<file path="src/rtl/hdlc_nrzi_stuffing_fcs_tx_unit_macros.svh">
// ----------------------------------------------------------------------------
// HDLC transmitter assertion macros
// Concurrent check wrappers, compiled out for synthesis.
// ----------------------------------------------------------------------------
`ifndef HDLC_NRZI_STUFFING_FCS_TX_UNIT_MACROS_SVH
`define HDLC_NRZI_STUFFING_FCS_TX_UNIT_MACROS_SVH

`ifndef SYNTHESIS
`define HTX_ASSERT_IMPL(lbl, ante, cons) \
  lbl: assert property (@(posedge clk) disable iff (rst) (ante) |-> (cons)) \
    else $error("hdlc tx check failed");
`define HTX_ASSERT_NEXT(lbl, ante, cons) \
  lbl: assert property (@(posedge clk) disable iff (rst) (ante) |=> (cons)) \
    else $error("hdlc tx check failed");
`else
`define HTX_ASSERT_IMPL(lbl, ante, cons)
`define HTX_ASSERT_NEXT(lbl, ante, cons)
`endif

`endif

</file>
<file path="src/rtl/hdlctx_pkg.sv">
// ----------------------------------------------------------------------------
// HDLC transmitter package
// Word types, request codes and CRC constants shared by the transmitter.
// ----------------------------------------------------------------------------
package hdlctx_pkg;

  localparam logic [1:0] REQ_DATA    = 2'd0;
  localparam logic [1:0] REQ_FLAG    = 2'd1;
  localparam logic [1:0] REQ_FCS     = 2'd2;
  localparam logic [1:0] REQ_RESTART = 2'd3;

  localparam logic [15:0] CRC_POLY = 16'h8408;
  localparam logic [15:0] CRC_INIT = 16'hFFFF;

  localparam logic [7:0] STUFF_RUN = 8'd5;

  localparam int MAX_RESULTS = 20;
  localparam int ECNT_W      = $clog2(MAX_RESULTS + 1);

  typedef struct packed {
    logic [1:0] req_type;
    logic [7:0] data_byte;
  } in_word_t;

  typedef struct packed {
    logic tone_mark;
    logic stuffed;
    logic last;
  } out_word_t;

  typedef struct packed {
    logic              busy;
    logic              pend;
    logic [ECNT_W-1:0] ecnt;
  } ser_stat_t;

endpackage

</file>
<file path="src/rtl/hdlc_nrzi_stuffing_fcs_tx_unit.sv">
// ----------------------------------------------------------------------------
// HDLC NRZI transmitter with bit stuffing and FCS
// Turns byte requests into NRZI line bits, one bit word per unstalled cycle.
// ----------------------------------------------------------------------------
// Request channel (req_valid/req_stall/req): data byte (stuffed), flag byte
// (unstuffed), FCS append (two complemented CRC bytes, stuffed) or FCS
// restart. Bytes go out LSB first.
// Line channel (bit_valid/bit_stall/line): one word per line bit with the
// tone level, a stuff-bit mark and a last mark on the request's final bit.
// A request is captured in the serializer's holding registers and its first
// line bit is then registered in the output register. One line bit per cycle
// goes out while the line side does not stall; a data byte yields 8 to 10
// bits, a flag 8, an FCS append 16 to 20 and a restart none. The next request
// is taken in the cycle its predecessor's final bit is issued.
// Reset: CRC all ones, line level space, run count zero, both channels idle.
// When the line side stalls, the held bit stays put and the serializer
// pauses; the request side stalls once its one-deep holding slot is full.
// ----------------------------------------------------------------------------
module hdlc_nrzi_stuffing_fcs_tx_unit
  import hdlctx_pkg::*;
(
  input  logic      clk,
  input  logic      rst,
  input  logic      req_valid,
  output logic      req_stall,
  input  in_word_t  req,
  output logic      bit_valid,
  input  logic      bit_stall,
  output out_word_t line
);

`include "hdlc_nrzi_stuffing_fcs_tx_unit_macros.svh"

  logic      adv;
  logic      emit_valid;
  out_word_t emit_word;
  ser_stat_t stat;

  hdlctx_ser u_ser (
    .clk        (clk),
    .rst        (rst),
    .req_valid  (req_valid),
    .req_stall  (req_stall),
    .req        (req),
    .adv        (adv),
    .emit_valid (emit_valid),
    .emit_word  (emit_word),
    .stat       (stat)
  );

  hdlctx_oreg u_oreg (
    .clk        (clk),
    .rst        (rst),
    .emit_valid (emit_valid),
    .emit_word  (emit_word),
    .adv        (adv),
    .bit_valid  (bit_valid),
    .bit_stall  (bit_stall),
    .line       (line)
  );

  `HTX_ASSERT_IMPL(a_pend_busy, stat.pend, stat.busy)
  `HTX_ASSERT_NEXT(a_accept_busy, req_valid && !req_stall, stat.busy)
  `HTX_ASSERT_IMPL(a_ecnt_cap, 1'b1, stat.ecnt <= ECNT_W'(MAX_RESULTS))

endmodule

</file>
<file path="src/rtl/hdlctx_ser.sv">
// ----------------------------------------------------------------------------
// HDLC transmitter serializer
// Steps one held request a line bit per unstalled cycle: CRC, NRZI, stuffing.
// ----------------------------------------------------------------------------
module hdlctx_ser
  import hdlctx_pkg::*;
(
  input  logic      clk,
  input  logic      rst,
  input  logic      req_valid,
  output logic      req_stall,
  input  in_word_t  req,
  input  logic      adv,
  output logic      emit_valid,
  output out_word_t emit_word,
  output ser_stat_t stat
);

  logic              busy;
  logic [1:0]        kind;
  logic [15:0]       sh;
  logic [4:0]        idx;
  logic              pend;
  logic [ECNT_W-1:0] ecnt;
  logic [15:0]       crc;
  logic              level;
  logic [7:0]        run;

  logic [15:0]       sh_next;
  logic [4:0]        idx_next;
  logic              pend_next;
  logic [ECNT_W-1:0] ecnt_next;
  logic [15:0]       crc_next;
  logic              level_next;
  logic [7:0]        run_next;

  logic [4:0]  nbits;
  logic [15:0] src;
  logic        sbit;
  logic        fb;
  logic [15:0] crc_step;
  logic [4:0]  idx_inc;
  logic [7:0]  run_inc;
  logic        stuff_now;
  logic        emit;
  logic        fin;
  logic        step;
  logic        room;
  logic        accept;

  assign step     = busy && adv;
  assign nbits    = (kind == REQ_FCS) ? 5'd16 : 5'd8;
  assign src      = (kind == REQ_FCS && idx == 5'd0) ? ~crc : sh;
  assign sbit     = src[0];
  assign fb       = crc[0] ^ sbit;
  assign crc_step = (crc >> 1) ^ (fb ? CRC_POLY : 16'h0000);
  assign idx_inc  = idx + 5'd1;
  assign run_inc  = run + 8'd1;
  assign stuff_now = (kind != REQ_FLAG) && (run_inc == STUFF_RUN);
  assign room     = ecnt < ECNT_W'(MAX_RESULTS);

  always_comb begin
    sh_next    = sh;
    idx_next   = idx;
    pend_next  = pend;
    crc_next   = crc;
    level_next = level;
    run_next   = run;
    emit       = 1'b0;
    fin        = 1'b0;
    emit_word  = '0;
    if (kind == REQ_RESTART) begin
      crc_next = CRC_INIT;
      fin      = 1'b1;
    end else if (pend) begin
      level_next = ~level;
      run_next   = 8'd0;
      pend_next  = 1'b0;
      emit       = 1'b1;
      fin        = (idx == nbits);
      emit_word.tone_mark = ~level;
      emit_word.stuffed   = 1'b1;
    end else begin
      crc_next = crc_step;
      sh_next  = src >> 1;
      idx_next = idx_inc;
      emit     = 1'b1;
      if (sbit) begin
        emit_word.tone_mark = level;
        if (stuff_now) begin
          pend_next = 1'b1;
          run_next  = 8'd0;
        end else begin
          run_next = run_inc;
        end
        fin = (idx_inc == nbits) && !stuff_now;
      end else begin
        level_next = ~level;
        run_next   = 8'd0;
        emit_word.tone_mark = ~level;
        fin = (idx_inc == nbits);
      end
    end
    emit_word.last = fin || (ecnt == ECNT_W'(MAX_RESULTS - 1));
  end

  assign emit_valid = step && emit && room;
  assign ecnt_next  = ecnt + ((emit && room) ? ECNT_W'(1) : ECNT_W'(0));
  assign req_stall  = busy && !(step && fin);
  assign accept     = req_valid && !req_stall;

  always_ff @(posedge clk) begin
    if (rst) begin
      busy  <= 1'b0;
      pend  <= 1'b0;
      crc   <= CRC_INIT;
      level <= 1'b0;
      run   <= 8'd0;
      ecnt  <= '0;
    end else begin
      if (step) begin
        crc   <= crc_next;
        level <= level_next;
        run   <= run_next;
      end
      if (accept) begin
        busy <= 1'b1;
        pend <= 1'b0;
        ecnt <= '0;
      end else if (step) begin
        pend <= pend_next;
        ecnt <= ecnt_next;
        if (fin) begin
          busy <= 1'b0;
        end
      end
    end
  end

  always_ff @(posedge clk) begin
    if (accept) begin
      kind <= req.req_type;
      sh   <= {8'h00, req.data_byte};
      idx  <= 5'd0;
    end else if (step) begin
      sh  <= sh_next;
      idx <= idx_next;
    end
  end

  assign stat.busy = busy;
  assign stat.pend = pend;
  assign stat.ecnt = ecnt;

endmodule

</file>
<file path="src/rtl/hdlctx_oreg.sv">
// ----------------------------------------------------------------------------
// HDLC transmitter output register
// One-entry result register toward the line side.
// ----------------------------------------------------------------------------
module hdlctx_oreg
  import hdlctx_pkg::*;
(
  input  logic      clk,
  input  logic      rst,
  input  logic      emit_valid,
  input  out_word_t emit_word,
  output logic      adv,
  output logic      bit_valid,
  input  logic      bit_stall,
  output out_word_t line
);

  assign adv = !bit_valid || !bit_stall;

  always_ff @(posedge clk) begin
    if (rst) begin
      bit_valid <= 1'b0;
    end else if (adv) begin
      bit_valid <= emit_valid;
    end
  end

  always_ff @(posedge clk) begin
    if (adv && emit_valid) begin
      line <= emit_word;
    end
  end

endmodule
</file>
<file path="config.mk">
export PLATFORM = sky130hd
export DESIGN_NAME = hdlc_nrzi_stuffing_fcs_tx_unit
export DESIGN_NICKNAME = d
export VERILOG_FILES = /design/src/rtl/hdlctx_pkg.sv /design/src/rtl/hdlc_nrzi_stuffing_fcs_tx_unit.sv /design/src/rtl/hdlctx_ser.sv /design/src/rtl/hdlctx_oreg.sv
export VERILOG_INCLUDE_DIRS = /design/src /design/src/rtl
export SDC_FILE = /design/constraint.sdc
export NUM_CORES = 1
export LEC_CHECK = 0
export CAP_MARGIN = 10
export CORE_MARGIN = 4
export CORE_UTILIZATION = 33
export CTS_CLUSTER_DIAMETER = 40
export CTS_CLUSTER_SIZE = 30
export DETAILED_ROUTE_END_ITERATION = 16
export DONT_BUFFER_PORTS = 1
export PLACE_DENSITY = 0.55
export SLEW_MARGIN = 30
export SYNTH_ARGS = -nofsm -noshare
export SYNTH_HDL_FRONTEND = slang
export SYNTH_SLANG_ARGS = --single-unit
</file>
<file path="constraint.sdc">
create_clock -name clk -period 3.76 [get_ports clk]
set_input_delay 0 -clock clk [delete_from_list [all_inputs] [get_ports clk]]
set_output_delay 0 -clock clk [all_outputs]
set_load 0.03 [all_outputs]
</file>
==> flow_summary.ini, run 1 <==
[run_status]
status = complete, no violations

[setup_path]
path_class = reg -> reg
cp-end-kind = flop
worst_ep_required_time_ps = 3760
critPathArrivalTime_ps = 3060
cp-start-kind = flop
cp_max_fo = 29

[sta]
min_period_ps = 3070
maxSlewViolCount = 0
finalSetupViolCount = 0
tightest_slew_ps = 672
skew_ps = 11.4
clock.fmax_ghz = 0.326
grt_setup_unrepaired = no
finalCritPeriodShare_pct = 81.6
maxSlewHeadroom_pct = 55.4
whs_ps = 79.5
finalHoldViolations = 0
setup_tns_ps = 0

[detailed_routing]
vias_per_cell = 5.19
route.detailed.drc = 0
drt-total-wl_um = 5950
ant_nets = 0
drt_iter0_drc = 92
wl_per_cell_um = 14.0
dr_total_vias = 2213
firstDrtPassIters = 5

[clock_network]
cts_max_level = 3
root_buffer = clkbuf_8
cts_buffers = 9
cts_buffer_depth = 2
clk_latency_ps = 340
cts_tree = done
cts_setup_buffers = 0
path_clk_slew_ps = 70
clock_sinks = 58

[floorplan]
num_io_pins = 19
core_area_um2 = 8260
fp-row-count = 33
die_y_um = 100
dieWidth_um = 100
fp.dieArea_um2 = 10100
start_util_pct = 34.0

[placed_design]
port_buffers = 0
gp_congestion = 0.763
dp_hpwl_um = 4010
dp.cells = 396
placed_cell_area_um2 = 2910

[synth]
synth_area_um2 = 2810
ys_types = 49
synth_edf_count = 13
ys_warn_count = 0
yosysSeqAreaShare_pct = 46.0
syn_nets = 321
ys_ff_latch = 58
postSynthCellCount = 301
async_flop_share_pct = 0
ys.flop_type = dfxtp_1
syn_area_per_cell_um2 = 9.33

[global_route]
top_usage_layer = met2
grt_overflow = 0
grt_pass1_wl_um = 10500
use_met2_pct = 21.1
use_met3_pct = 4.52
grt_max_degree = 34
grt.total_usage_pct = 13.1
antenna_found_initial = 0
grt_pass1_vias = 2222
met1_usage_pct = 16.3

[cells_and_area]
fin_area_um2 = 3280
final_nets = 336
multi_input_area_um2 = 1430
seq_area_um2 = 1290
area_delta_synth_final_pct = 16.8
antenna_cells = 0
num-fill-cells = 851
final_cells = 426
drive_gt1_share_pct = 13.4

[pwr]
power_density_nw_per_um2 = 457
p_int_mw = 1.10
power_leakage_nw = 1.19
peakVddDrop_mv = 0.219
p_seq_share_pct = 46.7
comb_power_share_pct = 11.8
swShare_pct = 26.5
p_clk_share_pct = 41.6
p_switching_mw = 0.398

[flow_run]
max-cap-violations = 0

[hold_path]
hold_path_class = in -> reg
cell usage in the layout, fill, tap and decap left out, types with 6 or more instances in the layout:
cell,n
xnor2_1,6
edfxtp_1,13
ha_1,6
xor2_1,7
mux2_2,8
dfxtp_1,45
nand3_1,6
clkbuf_8,9
o22ai_1,16
nand2b_1,19
inv_1,7
dlygate4sd3_1,13
nand2_1,32
nor2_1,25
a21oi_1,17
o21ai_0,21
layer usage:
layer | share of wire [%] | wire length (µm)
met4 | 1.7 | 102
met1 | 46 | 2740
met5 | 0 | 0
met3 | 5.0 | 295
met2 | 47 | 2800
worst max-delay path, cell delays in order, from the launching register on:
cell	delay (ps)
dfxtp_1	350
inv_1	70
ha_1	130
nor2b_1	200
or4b_1	520
mux2_4	280
nor3_4	60
o41ai_4	290
buf_4	390
nand2b_1	420
flip-flops by register name (all words and copies together), names as in the netlist:
register          count
u_ser.crc            16
u_ser.sh             15
u_ser.run             8
u_ser.ecnt            5
u_ser.idx             5
u_oreg.line           3
u_ser.kind            2
u_oreg.bit_valid      1
u_ser.busy            1
u_ser.level           1
u_ser.pend            1
what timing repair did:
item | CTS | global route
gates resized for setup | 0 | 0
endpoints found under the setup margin | 0 | 0
hold buffers | 14 | 0
hold endpoints to repair | 43 | 0
synthesized netlist by cell type, types with 3 or more instances:
cell      instances  area (µm²)
a211oi_1          3        22.5
a21oi_1          17        85.1
and2_1            4        25.0
clkbuf_1         12        45.0
dfxtp_1          45         901
edfxtp_1         13         390
ha_1              6        75.1
inv_1             7        26.3
mux2_2            8        90.1
mux2i_1           3        30.0
nand2_1          32         120
nand2b_1         19         119
nand3_1           6        30.0
nand4_1           4        25.0
nor2_1           25        93.8
nor2b_1           3        18.8
nor3_2            5        50.1
o211ai_1          5        37.5
o21ai_0          21         105
o22ai_1          16         100
xnor2_1           6        52.6
xor2_1            7        61.3
power groups by stage:
| stage | clock network (mW) | logic (mW) | registers, mW |
|---|---|---|---|
| after floorplan | 0 | 0.132 | 0.708 |
| after global placement | 0 | 0.159 | 0.712 |
| after detailed placement | 0 | 0.159 | 0.714 |
| after CTS | 0.647 | 0.179 | 0.700 |
| after global routing | 0.678 | 0.198 | 0.703 |
| final | 0.623 | 0.176 | 0.700 |
stage by stage:
step / utilization, % / worst slack (ps) / total power, mW
finish: 39.7 / 693 / 1.50
global route: 39.7 / 508 / 1.58
CTS: 39.7 / 669 / 1.53
detailed placement: 35.3 / 698 / 0.873
global placement: 35.3 / 764 / 0.871
floorplan: - / 837 / 0.840
final timing paths:
path	from	endpoint	slack (ps)	depth (start not counted)
hold / removal	bit_stall	u_oreg.bit_valid	80	3
setup / recovery	u_ser.idx[0]	u_ser.sh[1]	690	9
hold reg to reg	u_ser.sh[13]	u_ser.sh[13]	470	2
setup reg to reg	u_ser.idx[0]	u_ser.sh[1]	690	9
kinds of logic (layout without fill, tap and decap cells):
| kind of cell | count (synthesis) | after routing | share of synthesized area [%] |
|---|---|---|---|
| xor+xnor | 13 | 13 | 4.05 |
| simple gates | 113 | 113 | 21.2 |
| mux | 12 | 12 | 4.81 |
| fa+ha+maj | 6 | 6 | 2.67 |
| buf+inv | 22 | 42 | 3.30 |
| flops | 58 | 58 | 46.0 |
| compound gates | 77 | 77 | 18.0 |
cell type report:
class	instances	share of cell area [%]
repair buffers	19	5.72
inverters	7	0.801
well taps	105	4.00
flip-flops and latches	58	39.3
clock buffers	10	4.54
multi-input cells	221	43.4
clock inverters	6	2.17
No activity file was read; power rests on OpenSTA's default activity.
==> inputs of run 2 (changes only) <==
--- a/config.mk
+++ b/config.mk
@@ -13,7 +13,7 @@
 export CTS_CLUSTER_SIZE = 30
 export DETAILED_ROUTE_END_ITERATION = 16
 export DONT_BUFFER_PORTS = 1
-export PLACE_DENSITY = 0.55
+export PLACE_DENSITY = 0.56
 export SLEW_MARGIN = 30
 export SYNTH_ARGS = -nofsm -noshare
 export SYNTH_HDL_FRONTEND = slang
==> constraint.sdc (replaced) <==
create_clock -name clk -period 2.8 [get_ports clk]
set_input_delay 0 -clock clk [delete_from_list [all_inputs] [get_ports clk]]
set_output_delay 0 -clock clk [all_outputs]
set_load 0.03 [all_outputs]
==> flow_summary.ini, run 2 (synthesized netlist as in run 1, its figures left out) <==
[setup_path]
critPathArrivalTime_ps = 2720
cp-start-kind = flop
reg2reg_depth = 9
cp_cell_sequence = inv_1 > ha_1 > nor2b_2 > or4b_1 > mux2_4 > nor3_4 > o41ai_4 > buf_12 > mux2_2
worst-path-buf-inv = 2
cp_top_family = simple AND/OR/NAND/NOR gates
cp.depth = 9
path_class = reg -> reg
cp-end-kind = flop
slowest_stage = or4b_1
worst_ep_required_time_ps = 2890
cp_max_fo = 13
critPathMaxStageDelay_ps = 510

[sta]
finalWorstSetupSlack_ps = 166
setup_tns_ps = 0
min_period_ps = 2630
finalHoldViolations = 0
grt_setup_unrepaired = no
maxSlewHeadroom_pct = 58.6
maxSlewViolCount = 0
finalSetupViolCount = 0
clock.fmax_ghz = 0.380
tightest_slew_ps = 615
skew_ps = 9.93
finalCritPeriodShare_pct = 94.1

[cells_and_area]
largest_reg_flops = 16
antenna_cells = 0
final_util_pct = 41.0
layout_commonest_cell = dfxtp_1
area_delta_synth_final_pct = 20.6
top_regs = u_ser.crc (16), u_ser.sh (15), u_ser.run (8)
drive_gt1_share_pct = 16.6
regMostFlops = u_ser.crc
final_nets = 347
layout_common_cells = dfxtp_1, nand2_1, nor2_1

[clock_network]
clk_latency_ps = 330
cts_buffer_depth = 2
cts_tree = done
clock_sinks = 58
root_buffer = clkbuf_8
cts_max_level = 3
path_clk_slew_ps = 60
cts_buffers = 9

[floorplan]
fp-row-count = 33
fp.dieArea_um2 = 10100
start_util_pct = 34.0
num_io_pins = 19
core_area_um2 = 8260
dieWidth_um = 100
die_y_um = 100

[hold_path]
hold_path_class = in -> reg
holdPathStages = 4

[pwr]
power_leakage_nw = 1.26
p_switching_mw = 0.488
p_seq_share_pct = 47.7
p_int_mw = 1.47
peakVddDrop_mv = 0.292
swShare_pct = 24.9
p_clk_share_pct = 38.1
comb_power_share_pct = 14.2
power_density_nw_per_um2 = 578

[detailed_routing]
firstDrtPassIters = 4
vias_per_cell = 5.17
drt-met1-wl_um = 2790
highest_layer = met4
dr_total_vias = 2258
wl_per_cell_um = 13.7
drt_iter0_drc = 87
route.detailed.drc = 0
route.met2.wl_um = 2730
wl_met3_um = 406
drt-total-wl_um = 6010
ant_nets = 0

[global_route]
grt_pass1_vias = 2202
antenna_found_initial = 0
grt.total_usage_pct = 12.9
grt_max_degree = 34
grt_pass1_wl_um = 10400
grt_overflow = 0

[placed_design]
dpl_worst_slack_ps = 60.7
port_buffers = 0
gp_congestion = 0.768
dp_hpwl_um = 3870

[run_status]
status = complete, no violations

[flow_run]
max-cap-violations = 0
-- run 2: worst min-delay path: cells and delay by family --
| family | cells | cell delay (ps) |
|---|---|---|
| buf+inv | 1 | 140 |
| simple gates | 2 | 120 |
| compound gates | 1 | 80 |
-- run 2: through the flow --
step	total power, mW	cell area [µm²]	instances	hold slack (ps)
2_1_floorplan	1.13	2830	301	98.9
3_3_place_gp	1.19	3010	405	75.6
3_5_place_dp	1.20	3010	405	77.9
4_1_cts	1.97	3350	435	20.1
5_1_grt	2.06	3390	437	54.3
6_report	1.96	3390	437	46.2
-- run 2: final cells by class --
class                      count  area [µm²]
fill                         845        4870
multi-input combinational    221        1450
sequential                    58        1290
timing repair buffer          30         304
clock buffer                  13         149
tap                          105         131
clock inverter                 3        40.0
inverter                       7        26.3
-- run 2: power groups by stage --
stage	combinational [mW]	sequential, mW	clock (mW)
floorplan	0.181	0.952	0
global placement	0.241	0.952	0
detailed placement	0.244	0.953	0
CTS	0.270	0.935	0.765
global route	0.312	0.939	0.813
finish	0.279	0.934	0.745
-- run 2: path summary, 6_finish.rpt --
kind | from | endpoint | slack, ps
setup / recovery | u_ser.idx[0] | u_ser.sh[7] | 170
hold / removal | req_valid | u_ser.idx[2] | 50
setup reg to reg | u_ser.idx[0] | u_ser.sh[7] | 170
hold reg to reg | u_ser.sh[13] | u_ser.sh[13] | 450
-- run 2: layer usage --
metal | up-vias | global-route usage (%)
met5 | - | 0
met3 | 8 | 5.14
met1 | 1050 | 16.4
met4 | 0 | 4.35
met2 | 60 | 20.0
li1 | 1140 | -
-- run 2: repair_timing --
item / CTS / global route
setup endpoints to repair: 0 / 9
hold buffers: 14 / 0
hold endpoints to repair: 43 / 0
gates resized for setup: 0 / 2
buffers inserted: 0 / 1
==> inputs of run 3 (changes only) <==
--- a/config.mk
+++ b/config.mk
@@ -8,12 +8,12 @@
 export LEC_CHECK = 0
 export CAP_MARGIN = 10
 export CORE_MARGIN = 4
-export CORE_UTILIZATION = 33
+export CORE_UTILIZATION = 56
 export CTS_CLUSTER_DIAMETER = 40
 export CTS_CLUSTER_SIZE = 30
 export DETAILED_ROUTE_END_ITERATION = 16
 export DONT_BUFFER_PORTS = 1
-export PLACE_DENSITY = 0.56
+export PLACE_DENSITY = 0.82
 export SLEW_MARGIN = 30
 export SYNTH_ARGS = -nofsm -noshare
 export SYNTH_HDL_FRONTEND = slang
==> flow_summary.ini, run 3 (synthesized netlist as in run 1, its figures left out) <==
[cells_and_area]
num-fill-cells = 383
antenna_cells = 0
final_cells = 396
layout_common_cells = dfxtp_1, nand2_1, nor2_1
drive_gt1_share_pct = 16.1
regMostFlops = u_ser.crc
largest_reg_flops = 16
layout_commonest_cell = dfxtp_1
fin_area_um2 = 3320
final_util_pct = 69.3
top_regs = u_ser.crc (16), u_ser.sh (15), u_ser.run (8)
final_nets = 344
area_delta_synth_final_pct = 18.0

[clock_network]
clock_sinks = 58
cts_tree = done
path_clk_slew_ps = 70
cts_max_level = 3
root_buffer = clkbuf_8
cts_buffer_depth = 2
cts_buffers = 9
clk_latency_ps = 340
cts_setup_buffers = 0

[setup_path]
timing.rr.end = u_ser.sh[1]
cp-end-kind = flop
critPathArrivalTime_ps = 2800
critical_path.startpoint = u_ser.idx[1]
cp_cell_sequence = inv_1 > ha_1 > nor2b_2 > or4b_1 > mux2_4 > nor3_4 > o41ai_4 > buf_12 > mux2_2
critPathMaxStageDelay_ps = 510
timing.rr.start = u_ser.idx[1]
endpoint = u_ser.sh[1]
ff2ff_setup_slack_ps = 90
reg2reg_depth = 9
path_class = reg -> reg
worst_ep_required_time_ps = 2880
cp-start-kind = flop
cp_max_fo = 15
slowest_stage = or4b_1

[sta]
maxSlewHeadroom_pct = 59.6
skew_ps = 8.96
tightest_slew_ps = 600
whs_ps = 76.2
clock.fmax_ghz = 0.369
maxSlewViolCount = 0
finalSetupViolCount = 0
finalWorstSetupSlack_ps = 87.2
setup_tns_ps = 0
finalHoldViolations = 0
grt_setup_unrepaired = no
min_period_ps = 2710
finalCritPeriodShare_pct = 96.9

[detailed_routing]
dr_total_vias = 2268
firstDrtPassIters = 4
route.detailed.drc = 0
vias_per_cell = 5.73
wl_per_cell_um = 15.1
ant_nets = 0
drt-total-wl_um = 5990
drt_iter0_drc = 140

[global_route]
grt_pass1_vias = 2183
grt_overflow = 0
antenna_found_initial = 0
grt_pass1_wl_um = 10100
grt.total_usage_pct = 21.2
grt_max_degree = 34

[pwr]
p_switching_mw = 0.501
power_density_nw_per_um2 = 610
p_clk_share_pct = 40.5
p_int_mw = 1.52
comb_power_share_pct = 13.2
swShare_pct = 24.8
peakVddDrop_mv = 0.505
p_seq_share_pct = 46.3
power_leakage_nw = 1.24
p_total_mw = 2.02

[floorplan]
num_io_pins = 19
fp-row-count = 25
die_y_um = 78.8
fp.dieArea_um2 = 6210
start_util_pct = 58.7
core_area_um2 = 4790
dieWidth_um = 78.8

[placed_design]
placed_cell_area_um2 = 2950
dp.cells = 366
dpl_worst_slack_ps = 33.6
port_buffers = 0
gp_congestion = 0.833
dp_hpwl_um = 3910

[hold_path]
hold_path_class = in -> reg

[flow_run]
max-cap-violations = 0

[run_status]
status = complete, no violations
[run 3: cell type report]
class                   count  area (µm²)  share of cell area, %
flip-flops and latches     58        1290                   38.9
well taps                  67        83.8                   2.53
inverters                   7        26.3                  0.792
clock buffers              10         128                   3.85
clock inverters             6        81.3                   2.45
multi-input cells         221        1450                   43.6
repair buffers             27         260                   7.85
[run 3: worst max-delay path: cells and delay by family, from the launching register on]
kind	cells	cell delay (ps)
flops	1	330
buf+inv	2	260
mux	2	620
fa+ha+maj	1	130
compound gates	1	400
simple gates	3	700
[run 3: layer usage]
| layer | vias to the layer above | wire, µm | global-route usage [%] |
|---|---|---|---|
| li1 | 1129 | - | - |
| met1 | 1058 | 2500 | 23.3 |
| met2 | 70 | 2990 | 36.4 |
| met3 | 11 | 389 | 8.96 |
| met4 | 0 | 104 | 7.56 |
| met5 | - | 0 | 0 |
[run 3: worst min-delay path by stage]
stage | start | end | slack [ps] | cells past startpoint
2_1_floorplan | req[8] | u_ser.kind[0] | 100 | 0
3_3_place_gp | rst | u_ser.ecnt[0] | 70 | 1
3_5_place_dp | rst | u_ser.ecnt[1] | 80 | 1
4_1_cts | req_valid | u_ser.sh[8] | 60 | 4
5_1_grt | req_valid | u_ser.ecnt[4] | 60 | 4
6_report | req_valid | u_ser.ecnt[4] | 80 | 4
[run 3: power by group through the flow]
stage / logic, mW / clock network (mW) / registers, mW
CTS: 0.267 / 0.831 / 0.936
detailed placement: 0.240 / 0 / 0.954
global route: 0.296 / 0.878 / 0.939
finish: 0.267 / 0.820 / 0.936
floorplan: 0.181 / 0 / 0.952
global placement: 0.231 / 0 / 0.952
[run 3: what timing repair did]
item,in CTS,in global routing
hold buffers,14,0
hold endpoints to repair,43,0
setup endpoints to repair,0,9
gates resized for setup,0,1
